[config.mk]
export PLATFORM = sky130hd
export DESIGN_NAME = brb_seq
export DESIGN_NICKNAME = d
export VERILOG_FILES = /design/src/design/brb_pkg.sv /design/src/design/brb_seq.sv
export SDC_FILE = /design/constraint.sdc
export NUM_CORES = 1
export LEC_CHECK = 0
export ABC_AREA = 1
export BUFFER_PORTS_ARGS = -buffer_cell sky130_fd_sc_hd__buf_2
export CORE_MARGIN = 3
export CORE_UTILIZATION = 28
export DETAILED_ROUTE_END_ITERATION = 7
export GPL_ROUTABILITY_DRIVEN = 1
export GPL_TIMING_DRIVEN = 0
export PLACE_DENSITY = 0.41
export SETUP_SLACK_MARGIN = 0.5
export SLEW_MARGIN = 20
export SYNTH_ARGS = -nofsm -noshare
export SYNTH_HDL_FRONTEND = slang
export SYNTH_SLANG_ARGS = --single-unit
[constraint.sdc]
create_clock -name clk -period 9.6 [get_ports clk]
set_input_delay 0.96 -clock clk [delete_from_list [all_inputs] [get_ports clk]]
set_output_delay 0.96 -clock clk [all_outputs]
set_load 0.01 [all_outputs]
[src/design/brb_pkg.sv]
// Shared types and constants for the byte ring buffer unit.
`timescale 1ns / 1ps

package brb_pkg;

    // Fixed field widths
    localparam int CAP_W   = 11;
    localparam int ACT_W   = 3;
    localparam int CNT_W   = 4;
    localparam int DATA_W  = 64;

    // Parameter defaults
    localparam int DEF_STORE_DEPTH = 1024;
    localparam int DEF_LANES       = 8;

    // Capacity register value after reset
    localparam logic [CAP_W-1:0] CAP_RESET = 11'd1024;

    // Action codes
    localparam logic [ACT_W-1:0] ACT_WRITE = 3'd0;
    localparam logic [ACT_W-1:0] ACT_READ  = 3'd1;
    localparam logic [ACT_W-1:0] ACT_PEEK  = 3'd2;
    localparam logic [ACT_W-1:0] ACT_SKIP  = 3'd3;
    localparam logic [ACT_W-1:0] ACT_CLEAR = 3'd4;

    // Status codes
    localparam logic STAT_OK     = 1'b0;
    localparam logic STAT_REJECT = 1'b1;

    typedef struct packed {
        logic [ACT_W-1:0]  action;
        logic [CNT_W-1:0]  byte_count;
        logic [DATA_W-1:0] write_bytes;
    } in_item_t;

    typedef struct packed {
        logic [DATA_W-1:0] read_bytes;
        logic [CNT_W-1:0]  done_count;
        logic              status;
        logic [CAP_W-1:0]  fill_level;
        logic              is_full;
        logic              is_empty;
    } out_item_t;

endpackage

[src/design/brb_seq.sv]
// Sequencer: checks each request and walks the bytes one per cycle
// through a shared pointer advance unit.
`timescale 1ns / 1ps

module brb_seq #(
    parameter int STORE_DEPTH = 1024,
    parameter int LANES       = 8,
    parameter int AW          = $clog2(STORE_DEPTH)
) (
    input  logic                    clk,
    input  logic                    rst_n,
    input  logic                    in_valid,
    output logic                    in_stall,
    input  brb_pkg::in_item_t       in_data,
    input  logic [brb_pkg::CAP_W-1:0] cap_eff,
    input  logic                    fifo_clear,
    input  logic                    out_free,
    output logic                    res_push,
    output brb_pkg::out_item_t      res_data,
    output logic                    mem_we,
    output logic [AW-1:0]           mem_waddr,
    output logic [7:0]              mem_wdata,
    output logic                    mem_re,
    output logic [AW-1:0]           mem_raddr,
    input  logic [7:0]              mem_rdata
);

    import brb_pkg::*;

    // Width that holds a pointer plus one and any capacity
    localparam int CW = (AW + 1 > CAP_W) ? AW + 1 : CAP_W;

    typedef enum logic [2:0] {
        S_IDLE,
        S_CHECK,
        S_WRITE,
        S_READ,
        S_DONE
    } state_t;

    state_t             state_reg;
    logic [ACT_W-1:0]   act_reg;
    logic [CNT_W-1:0]   cnt_reg;
    logic [DATA_W-1:0]  wbytes_reg;
    logic [DATA_W-1:0]  rbytes_reg;
    logic [CNT_W-1:0]   idx_reg;
    logic               pend_reg;
    logic [2:0]         pend_lane_reg;
    logic [CNT_W-1:0]   done_reg;
    logic               status_reg;
    logic [AW-1:0]      rd_ptr_reg;
    logic [AW-1:0]      wr_ptr_reg;
    logic [AW-1:0]      work_ptr_reg;
    logic [CAP_W-1:0]   held_reg;
    logic               res_push_reg;
    out_item_t          res_data_reg;

    logic [CW-1:0]      cap_ext;
    logic [CW-1:0]      ptr_inc;
    logic [AW-1:0]      ptr_adv;
    logic               guard;
    logic [CAP_W-1:0]   held_g;
    logic [AW-1:0]      rd_g;
    logic [AW-1:0]      wr_g;
    logic [CAP_W-1:0]   free_g;
    logic               issue;

    // Shared pointer advance with wrap at capacity
    always_comb
    begin
        cap_ext = CW'(cap_eff);
        ptr_inc = CW'(work_ptr_reg) + CW'(1);
        ptr_adv = (ptr_inc >= cap_ext) ? '0 : ptr_inc[AW-1:0];
    end

    // Stale state from a larger capacity empties the FIFO
    always_comb
    begin
        guard  = (held_reg > cap_eff) || (CW'(rd_ptr_reg) >= cap_ext)
                 || (CW'(wr_ptr_reg) >= cap_ext);
        held_g = guard ? '0 : held_reg;
        rd_g   = guard ? '0 : rd_ptr_reg;
        wr_g   = guard ? '0 : wr_ptr_reg;
        free_g = cap_eff - held_g;
    end

    // Store access
    always_comb
    begin
        issue     = (state_reg == S_READ) && (idx_reg != cnt_reg);
        mem_we    = (state_reg == S_WRITE);
        mem_waddr = work_ptr_reg;
        mem_wdata = wbytes_reg[8 * idx_reg[2:0] +: 8];
        mem_re    = issue;
        mem_raddr = work_ptr_reg;
    end

    assign in_stall = (state_reg != S_IDLE);
    assign res_push = res_push_reg;
    assign res_data = res_data_reg;

    // Sequencer
    always_ff @(posedge clk or negedge rst_n)
    begin
        if (!rst_n)
        begin
            state_reg    <= S_IDLE;
            rd_ptr_reg   <= '0;
            wr_ptr_reg   <= '0;
            held_reg     <= '0;
            pend_reg     <= 1'b0;
            res_push_reg <= 1'b0;
        end
        else
        begin
            res_push_reg <= 1'b0;
            case (state_reg)
                S_IDLE:
                begin
                    if (in_valid)
                    begin
                        act_reg    <= in_data.action;
                        cnt_reg    <= in_data.byte_count;
                        wbytes_reg <= in_data.write_bytes;
                        state_reg  <= S_CHECK;
                    end
                end

                S_CHECK:
                begin
                    rd_ptr_reg <= rd_g;
                    wr_ptr_reg <= wr_g;
                    held_reg   <= held_g;
                    rbytes_reg <= '0;
                    idx_reg    <= '0;
                    pend_reg   <= 1'b0;
                    done_reg   <= '0;
                    status_reg <= STAT_OK;
                    state_reg  <= S_DONE;
                    if (act_reg == ACT_CLEAR)
                    begin
                        rd_ptr_reg <= '0;
                        wr_ptr_reg <= '0;
                        held_reg   <= '0;
                    end
                    else if (act_reg <= ACT_SKIP && cnt_reg != '0)
                    begin
                        if (cnt_reg > CNT_W'(LANES))
                        begin
                            status_reg <= STAT_REJECT;
                        end
                        else if (act_reg == ACT_WRITE)
                        begin
                            if (CAP_W'(cnt_reg) > free_g)
                            begin
                                status_reg <= STAT_REJECT;
                            end
                            else
                            begin
                                work_ptr_reg <= wr_g;
                                state_reg    <= S_WRITE;
                            end
                        end
                        else
                        begin
                            if (CAP_W'(cnt_reg) > held_g)
                            begin
                                status_reg <= STAT_REJECT;
                            end
                            else
                            begin
                                work_ptr_reg <= rd_g;
                                state_reg    <= S_READ;
                            end
                        end
                    end
                end

                // One byte stored per cycle
                S_WRITE:
                begin
                    work_ptr_reg <= ptr_adv;
                    idx_reg      <= idx_reg + CNT_W'(1);
                    if (idx_reg == cnt_reg - CNT_W'(1))
                    begin
                        wr_ptr_reg <= ptr_adv;
                        held_reg   <= held_reg + CAP_W'(cnt_reg);
                        done_reg   <= cnt_reg;
                        state_reg  <= S_DONE;
                    end
                end

                // One address issued per cycle, data lands in the next cycle
                S_READ:
                begin
                    pend_reg <= issue;
                    if (issue)
                    begin
                        work_ptr_reg  <= ptr_adv;
                        idx_reg       <= idx_reg + CNT_W'(1);
                        pend_lane_reg <= idx_reg[2:0];
                    end
                    if (pend_reg && act_reg != ACT_SKIP)
                    begin
                        rbytes_reg[8 * pend_lane_reg +: 8] <= mem_rdata;
                    end
                    if (!issue && !pend_reg)
                    begin
                        if (act_reg != ACT_PEEK)
                        begin
                            rd_ptr_reg <= work_ptr_reg;
                            held_reg   <= held_reg - CAP_W'(cnt_reg);
                        end
                        done_reg  <= cnt_reg;
                        state_reg <= S_DONE;
                    end
                end

                S_DONE:
                begin
                    if (out_free)
                    begin
                        res_push_reg            <= 1'b1;
                        res_data_reg.read_bytes <= rbytes_reg;
                        res_data_reg.done_count <= done_reg;
                        res_data_reg.status     <= status_reg;
                        res_data_reg.fill_level <= held_reg;
                        res_data_reg.is_full    <= (held_reg == cap_eff);
                        res_data_reg.is_empty   <= (held_reg == '0);
                        state_reg               <= S_IDLE;
                    end
                end

                default:
                begin
                    state_reg <= S_IDLE;
                end
            endcase

            // Capacity write empties the FIFO (user writes it only while idle; the block does not enforce this)
            if (fifo_clear)
            begin
                rd_ptr_reg <= '0;
                wr_ptr_reg <= '0;
                held_reg   <= '0;
            end
        end
    end

endmodule

==> results of run 1 <==
-- worst max-delay path: stages --
cell and delay [ns]:
buf_2 0.12, inv_1 0.31, ha_1 0.32, a21oi_1 0.19, nand2_1 0.14, a21oi_1 0.20
nand2_2 0.09, nor2_4 0.12, nand2_4 0.11, nor2_1 0.42, ha_1 0.25, inv_1 0.07
fa_1 0.45, xnor2_1 0.22, ha_1 0.29, a21oi_1 0.14, o21ai_0 0.09, a21oi_1 0.13
nand3b_1 0.15, nor2_1 0.05, nand4_1 0.12, nor2_1 0.13, nand4_1 0.13, nand3_1 0.08
nor2_1 0.74
-- worst max-delay path by stage --
stage | end | slack [ns] | depth (start not counted)
finish | mem_raddr[4]$_DFFE_PP_ | 3.72 | 25
global route | mem_raddr[4]$_DFFE_PP_ | 3.32 | 27
CTS | mem_raddr[4]$_DFFE_PP_ | 3.81 | 27
detailed placement | mem_raddr[5]$_DFFE_PP_ | 3.24 | 27
global placement | res_data[36]$_DFFE_PP_ | -2.13 | 3
floorplan | res_data[0]$_DFFE_PP_ | 2.38 | 2
-- per-layer routing --
metal / up-vias / wire length [µm] / GRT usage [%]
met4: 0 / 960 / 4.275
met3: 55 / 2328 / 3.134
met1: 5108 / 20810 / 23.28
met2: 276 / 19720 / 26.07
li1: 5304 / - / -
met5: - / 0 / 0
-- cell type report --
cell class	instances	area (µm²)
Sequential cell	275	8078
Inverter	154	580.6
Timing Repair Buffer	222	1237
Clock buffer	40	915.9
Fill cell	5099	31860
Multi-Input combinational cell	889	5017
Clock inverter	25	239.0
Antenna cell	2	5.005
Buffer	52	285.3
Tap cell	664	830.8
-- per-stage QoR --
stage               hold slack, ns  setup TNS, ns
detailed placement          0.4072              0
CTS                         0.4204              0
global placement            0.4065        -174.75
finish                      0.4177              0
floorplan                   0.4003              0
global route                0.4303              0
-- logic make-up (layout without fill, tap and decap cells) --
logic type | Yosys count | after routing
DFF | 275 | 275
other | 0 | 2
buffers and inverters | 206 | 493
xor gates and xnor gates | 24 | 24
AOI/OAI and AO/OA | 313 | 313
and+or+nand+nor | 474 | 474
adders and majority gates | 78 | 78
-- report_power, final --
| part | internal [µW] | switching, µW | total, µW |
|---|---|---|---|
| Combinational | 290 | 573 | 863 |
| Sequential | 1490 | 93.2 | 1590 |
| Clock | 777 | 543 | 1320 |
-- cell usage in the layout (no fill, tap or decap), types with 4 or more instances in the layout --
cell type / count
a21oi_1: 96
buf_2: 214
inv_1: 148
o21ai_0: 131
nand3b_1: 4
a211oi_1: 5
nand2_2: 19
a22o_1: 10
clkinv_1: 7
nor2_1: 193
nor2_2: 4
clkbuf_1: 36
o22ai_1: 22
a31oi_1: 13
or2_2: 4
xnor2_1: 4
clkbuf_16: 36
edfxtp_1: 239
dfrtp_1: 36
nand4_1: 20
buf_4: 19
ha_1: 76
buf_12: 4
nand2_1: 172
nor3_1: 6
o21ai_1: 10
xor2_1: 20
a32o_1: 5
nand3_1: 40
clkinv_2: 9
==> run_results.csv, run 1 <==
group,metric,value,unit
status,status,"finished, final reports clean",
critical_path,worstPathArrival,6.04,ns
critical_path,worst-endpoint-required,9.76,ns
synthesis,synth_nets,1543,
clock_tree,cts_hold_buf,0,
drt,viasPerCell,4.625,
sta,setup_slack,3.721,ns
cells_and_area,largest_register_ffs,82,
synthesis,synth_area_leaders,"edfxtp_1, ha_1, dfrtp_1",
sta,skew,0.02254,ns
power,p_leak,0.007228,µW
clock_tree,cts-buffers-inserted,36,
cells_and_area,drive_gt1_share,20.82,%
synthesis,synth_top_family_by_area,"simple AND/OR/NAND/NOR gates",
synthesis,syn_area_per_cell,10.16,µm²
floorplan,core.rowCount,81,
floorplan,core,49050,µm²
sta,max_freq,170.1,MHz
power,peakVddDrop,0.1393,mV
clock_tree,cts_root_buffer,"clkbuf_16",
synthesis,synthSimpleGateAreaFrac,14.50,%
synthesis,yosysMostFrequentCell,"edfxtp_1",
clock_tree,tritoncts,"built",
synthesis,synth_top_cell_area_share,51.54,%
drt,wl_per_cell,18.86,µm
synthesis,synth_xor_area_share,1.509,%
synthesis,synth-edff-count,239,
synthesis,synth_commonest_cells,"edfxtp_1, nor2_1, nand2_1",
placed_design,placedCellCount,2256,
clock_tree,clkLatencyLatePin,0.56,ns
synthesis,synth-main-ff-cell,"edfxtp_1",
clock_tree,cts_setup_buffers,0,
clock_tree,cts.sinks,275,
synthesis,synthMuxAreaShare,0,%
critical_path,critical_path_class,"in2reg",
worst_hold_path,hold_class,"reg2reg",
synthesis,synth_seq_area_share,58.01,%
critical_path,worstPathMaxFanout,10,
sta,finalCritPeriodShare,61.24,%
placed_design,place_ws,3.239,ns
synthesis,synth.distinct_cells,50,
placed_design,dpl_cell_area,16020,µm²
drt,drc,0,
sta,worst_slew_pin_slew,0.9652,ns
power,p_per_area,219.3,nW/µm²
grt,grt_overflow_total,0,
synthesis,syn_inst,1370,
sta,hold_viol,0,
cells_and_area,final_util,35.04,%
cells_and_area,area_growth,23.43,%
grt,grt_first_pass_wirelength,66020,µm
critical_path,r2r-start,"held_reg[6]$_DFFE_PN0P_",
placed_design,port_buffers,208,
synthesis,yosys_register_bits,275,
synthesis,synth_compound_area_share,12.65,%
sta,finalMaxSlewViolations,0,
synthesis,synthArstFlopShare,13.09,%
worst_hold_path,hold-path-endpoint,"res_data[13]$_DFFE_PP_",
critical_path,crit_path_start,"cap_eff[6]",
sta,rsz0062_at_grt,"false",
placed_design,dpl.hpwl,33160,µm
grt,grt_max_degree,40,
clock_tree,ctsResizeCount,0,
critical_path,worstReg2RegEnd,"mem_raddr[4]$_DFFE_PP_",
floorplan,io_pins,209,
grt,track_usage,16.49,%
sta,fin_crit,5.879,ns
cells_and_area,stdcell_count,2323,
floorplan,die_h,229.0,µm
clock_tree,clock_path_buffers,3,
drt,final_antenna_net_count,0,
floorplan,die_w,229.0,µm
synthesis,yosys.area_share.adder,7.116,%
synthesis,synth_top_area_cell,"edfxtp_1",
grt,antenna_found_initial,2,
critical_path,crit_path_start_kind,"primary input",
clock_tree,cts_max_level,2,
floorplan,start_util,28.39,%
sta,setup_viol,0,
critical_path,endpoint_kind,"register",
critical_path,rrSetupSlack,4.11,ns
flow_run,drv_cap,0,
power,fin_total_pwr,3769,µW
synthesis,ys_warn_count,0,
drt,vias,10740,
cells_and_area,nets,1803,
synthesis,syn_area,13930,µm²
cells_and_area,final_design_area_no_fill,17190,µm²
critical_path,ff2ff_path_depth,24,
sta,slew_headroom,35.41,%
worst_hold_path,hp-start,"status_reg$_SDFFCE_PP0P_",
drt,drt_iter0_drc,714,
placed_design,routabilityCongestion,0.8493,
drt,totalWireLength,43810,µm
clock_tree,path_clk_slew,0.05,ns
floorplan,die_area,52450,µm²
worst_hold_path,worstHoldPathCells,0,
drt,detail_route.first_pass.iterations,5,
grt,grt_pass1_vias,10820,
(Power assumes the default switching activity.)
==> run 2: changes to the inputs <==
--- a/config.mk
+++ b/config.mk
@@ -12,7 +12,7 @@
 export DETAILED_ROUTE_END_ITERATION = 7
 export GPL_ROUTABILITY_DRIVEN = 1
 export GPL_TIMING_DRIVEN = 0
-export PLACE_DENSITY = 0.41
+export PLACE_DENSITY = 0.43
 export SETUP_SLACK_MARGIN = 0.5
 export SLEW_MARGIN = 20
 export SYNTH_ARGS = -nofsm -noshare
==> constraint.sdc (replaced) <==
create_clock -name clk -period 4.84 [get_ports clk]
set_input_delay 0.484 -clock clk [delete_from_list [all_inputs] [get_ports clk]]
set_output_delay 0.484 -clock clk [all_outputs]
set_load 0.01 [all_outputs]
==> run 2 against run 1 <==
  * Die area unchanged
  * Global-route usage barely moved
  * Count of clock-buffer cells in the layout up 2
  * Largest power group unchanged
  * Largest cell class unchanged
  * Critical path depth is the same
  * Sequential power up 97%
  * Via count grew 2.4%
  * First-iteration DRC count fell by 4.8%
  * Register-to-register slack lost 3.5 ns
  * Clock power rose by 95%
==> run_results.csv, run 2 (synthesized netlist as in run 1, its figures left out) <==
group,metric,value,unit
drt,drt_iter0_drc,680,
drt,vias,11000,
drt,viasPerCell,4.688,
critical_path,worstPathArrival,4.52,ns
placed_design,placedCellCount,2254,
critical_path,worstReg2RegEnd,"mem_raddr[7]$_DFFE_PP_",
floorplan,io_pins,209,
floorplan,core,49050,µm²
floorplan,die_w,229.0,µm
cells_and_area,final_common_cell,"edfxtp_1",
cells_and_area,area_growth,27.61,%
drt,wl_per_cell,18.73,µm
cells_and_area,final_util,36.23,%
sta,slew_headroom,31.36,%
placed_design,routabilityCongestion,0.8509,
critical_path,worst-endpoint-required,5.14,ns
critical_path,crit_path_start_kind,"register",
critical_path,endpoint_kind,"register",
critical_path,worstPathMaxFanout,10,
sta,tns,0,ns
sta,setup_slack,0.6128,ns
power,fin_total_pwr,7552,µW
power,p_leak,0.007364,µW
clock_tree,cts.sinks,275,
cells_and_area,drive_gt1_share,24.73,%
sta,finalCritPeriodShare,87.34,%
placed_design,dpl.hpwl,32640,µm
sta,hold_viol,0,
sta,worst_slew_pin_slew,1.030,ns
critical_path,cpMaxStageDelayCell,"dfrtp_1",
cells_and_area,nets,1831,
clock_tree,tritoncts,"built",
power,p_per_area,425.0,nW/µm²
critical_path,crit_path_frequent_cell,"buf_12",
grt,grt_overflow_total,0,
sta,max_freq,236.6,MHz
clock_tree,clock_path_buffers,3,
drt,totalWireLength,43970,µm
clock_tree,cts_max_level,2,
grt,grt_first_pass_wirelength,66260,µm
critical_path,cpPeakStageDelay,0.50,ns
cells_and_area,largest_register_ffs,82,
clock_tree,cts_root_buffer,"clkbuf_16",
placed_design,port_buffers,208,
sta,skew,0.01894,ns
grt,grt_pass1_vias,10900,
critical_path,ff2ff_path_depth,25,
placed_design,place_ws,-0.5669,ns
sta,finalMaxSlewViolations,0,
cells_and_area,fillers,5059,
power,peakVddDrop,0.2078,mV
floorplan,die_area,52450,µm²
grt,grt_max_degree,40,
worst_hold_path,hold_class,"in2async",
clock_tree,clkLatencyLatePin,0.55,ns
sta,setup_viol,0,
floorplan,core.rowCount,81,
critical_path,r2r-start,"held_reg[1]$_DFFE_PN0P_",
clock_tree,path_clk_slew,0.05,ns
critical_path,critical_path_class,"reg2reg",
sta,fin_crit,4.227,ns
clock_tree,cts-buffers-inserted,36,
flow_run,drv_cap,0,
critical_path,rrSetupSlack,0.61,ns
cells_and_area,layout_common_cells,"edfxtp_1, buf_2, nor2_1, nand2_1, inv_1",
sta,rsz0062_at_grt,"true",
drt,final_antenna_net_count,0,
grt,antenna_found_initial,5,
floorplan,die_h,229.0,µm
status,status,"finished, final reports clean",
drt,drc,0,
floorplan,start_util,28.39,%
grt,track_usage,16.49,%
drt,detail_route.first_pass.iterations,7,
cells_and_area,stdcell_count,2347,
## run 2: metrics by stage
stage               hold slack (ns)  area (µm²)
detailed placement           0.4120       16080
finish                       0.1104       17770
floorplan                    0.1884       13930
CTS                         0.07194       17640
global route                0.08305       17770
global placement             0.4050       15810
## run 2: metal layers
| layer | part of all wire, % | track usage (%) | vias up |
|---|---|---|---|
| met2 | 46 | 26.18 | 317 |
| li1 | - | - | 5363 |
| met3 | 5.9 | 3.259 | 64 |
| met5 | 0.091 | 0 | - |
| met4 | 2.4 | 5.039 | 6 |
| met1 | 46 | 22.82 | 5253 |
## run 2: worst max-delay path: cells and delay by family (launching register included)
family	cells	cell delay, ns
buf+inv	4	0.43
simple gates	13	1.51
compound gates	4	0.47
fa+ha+maj	3	0.90
flops	1	0.50
xor+xnor	1	0.14
## run 2: layout make-up
type,count,area (µm²),area share [%]
inverter,154,584.3,3.288
timing repair buffer,250,1523,8.569
antenna,1,2.502,0.01408
sequential,275,8093,45.54
clock inverter,20,161.4,0.9083
clock buffer,42,965.9,5.435
multi-input combinational,889,5318,29.92
tap,664,830.8,4.675
buffer,52,292.8,1.648
## run 2: power breakdown
part,internal [µW],switching (µW),total (µW)
clock network,1530,1050,2580
registers,2960,174,3130
logic,650,1190,1840
## run 2: how the worst max path moves through the flow
stage	slack [ns]	depth (start not counted)	to	startpoint
2_1_floorplan	0.56	3	res_data[0]$_DFFE_PP_	state_reg[1]$_DFFE_PN0P_
3_3_place_gp	-2.28	3	rbytes_reg[8]$_SDFFCE_PN0P_	rst_n
3_5_place_dp	-0.57	25	mem_raddr[0]$_DFFE_PP_	cap_eff[10]
4_1_cts	0.48	26	mem_raddr[7]$_DFFE_PP_	wr_ptr_reg[8]$_DFFE_PN0P_
5_1_grt	0.37	26	mem_raddr[7]$_DFFE_PP_	held_reg[4]$_DFFE_PN0P_
6_report	0.61	25	mem_raddr[7]$_DFFE_PP_	held_reg[1]$_DFFE_PN0P_
## run 2: repair_timing
action                                  CTS  global route
endpoints found under the setup margin   13            15
pin swaps                                22            19
buffers inserted                         26             4
gates cloned                              0             0
hold buffers                              0             0
gates resized for setup                  45            18
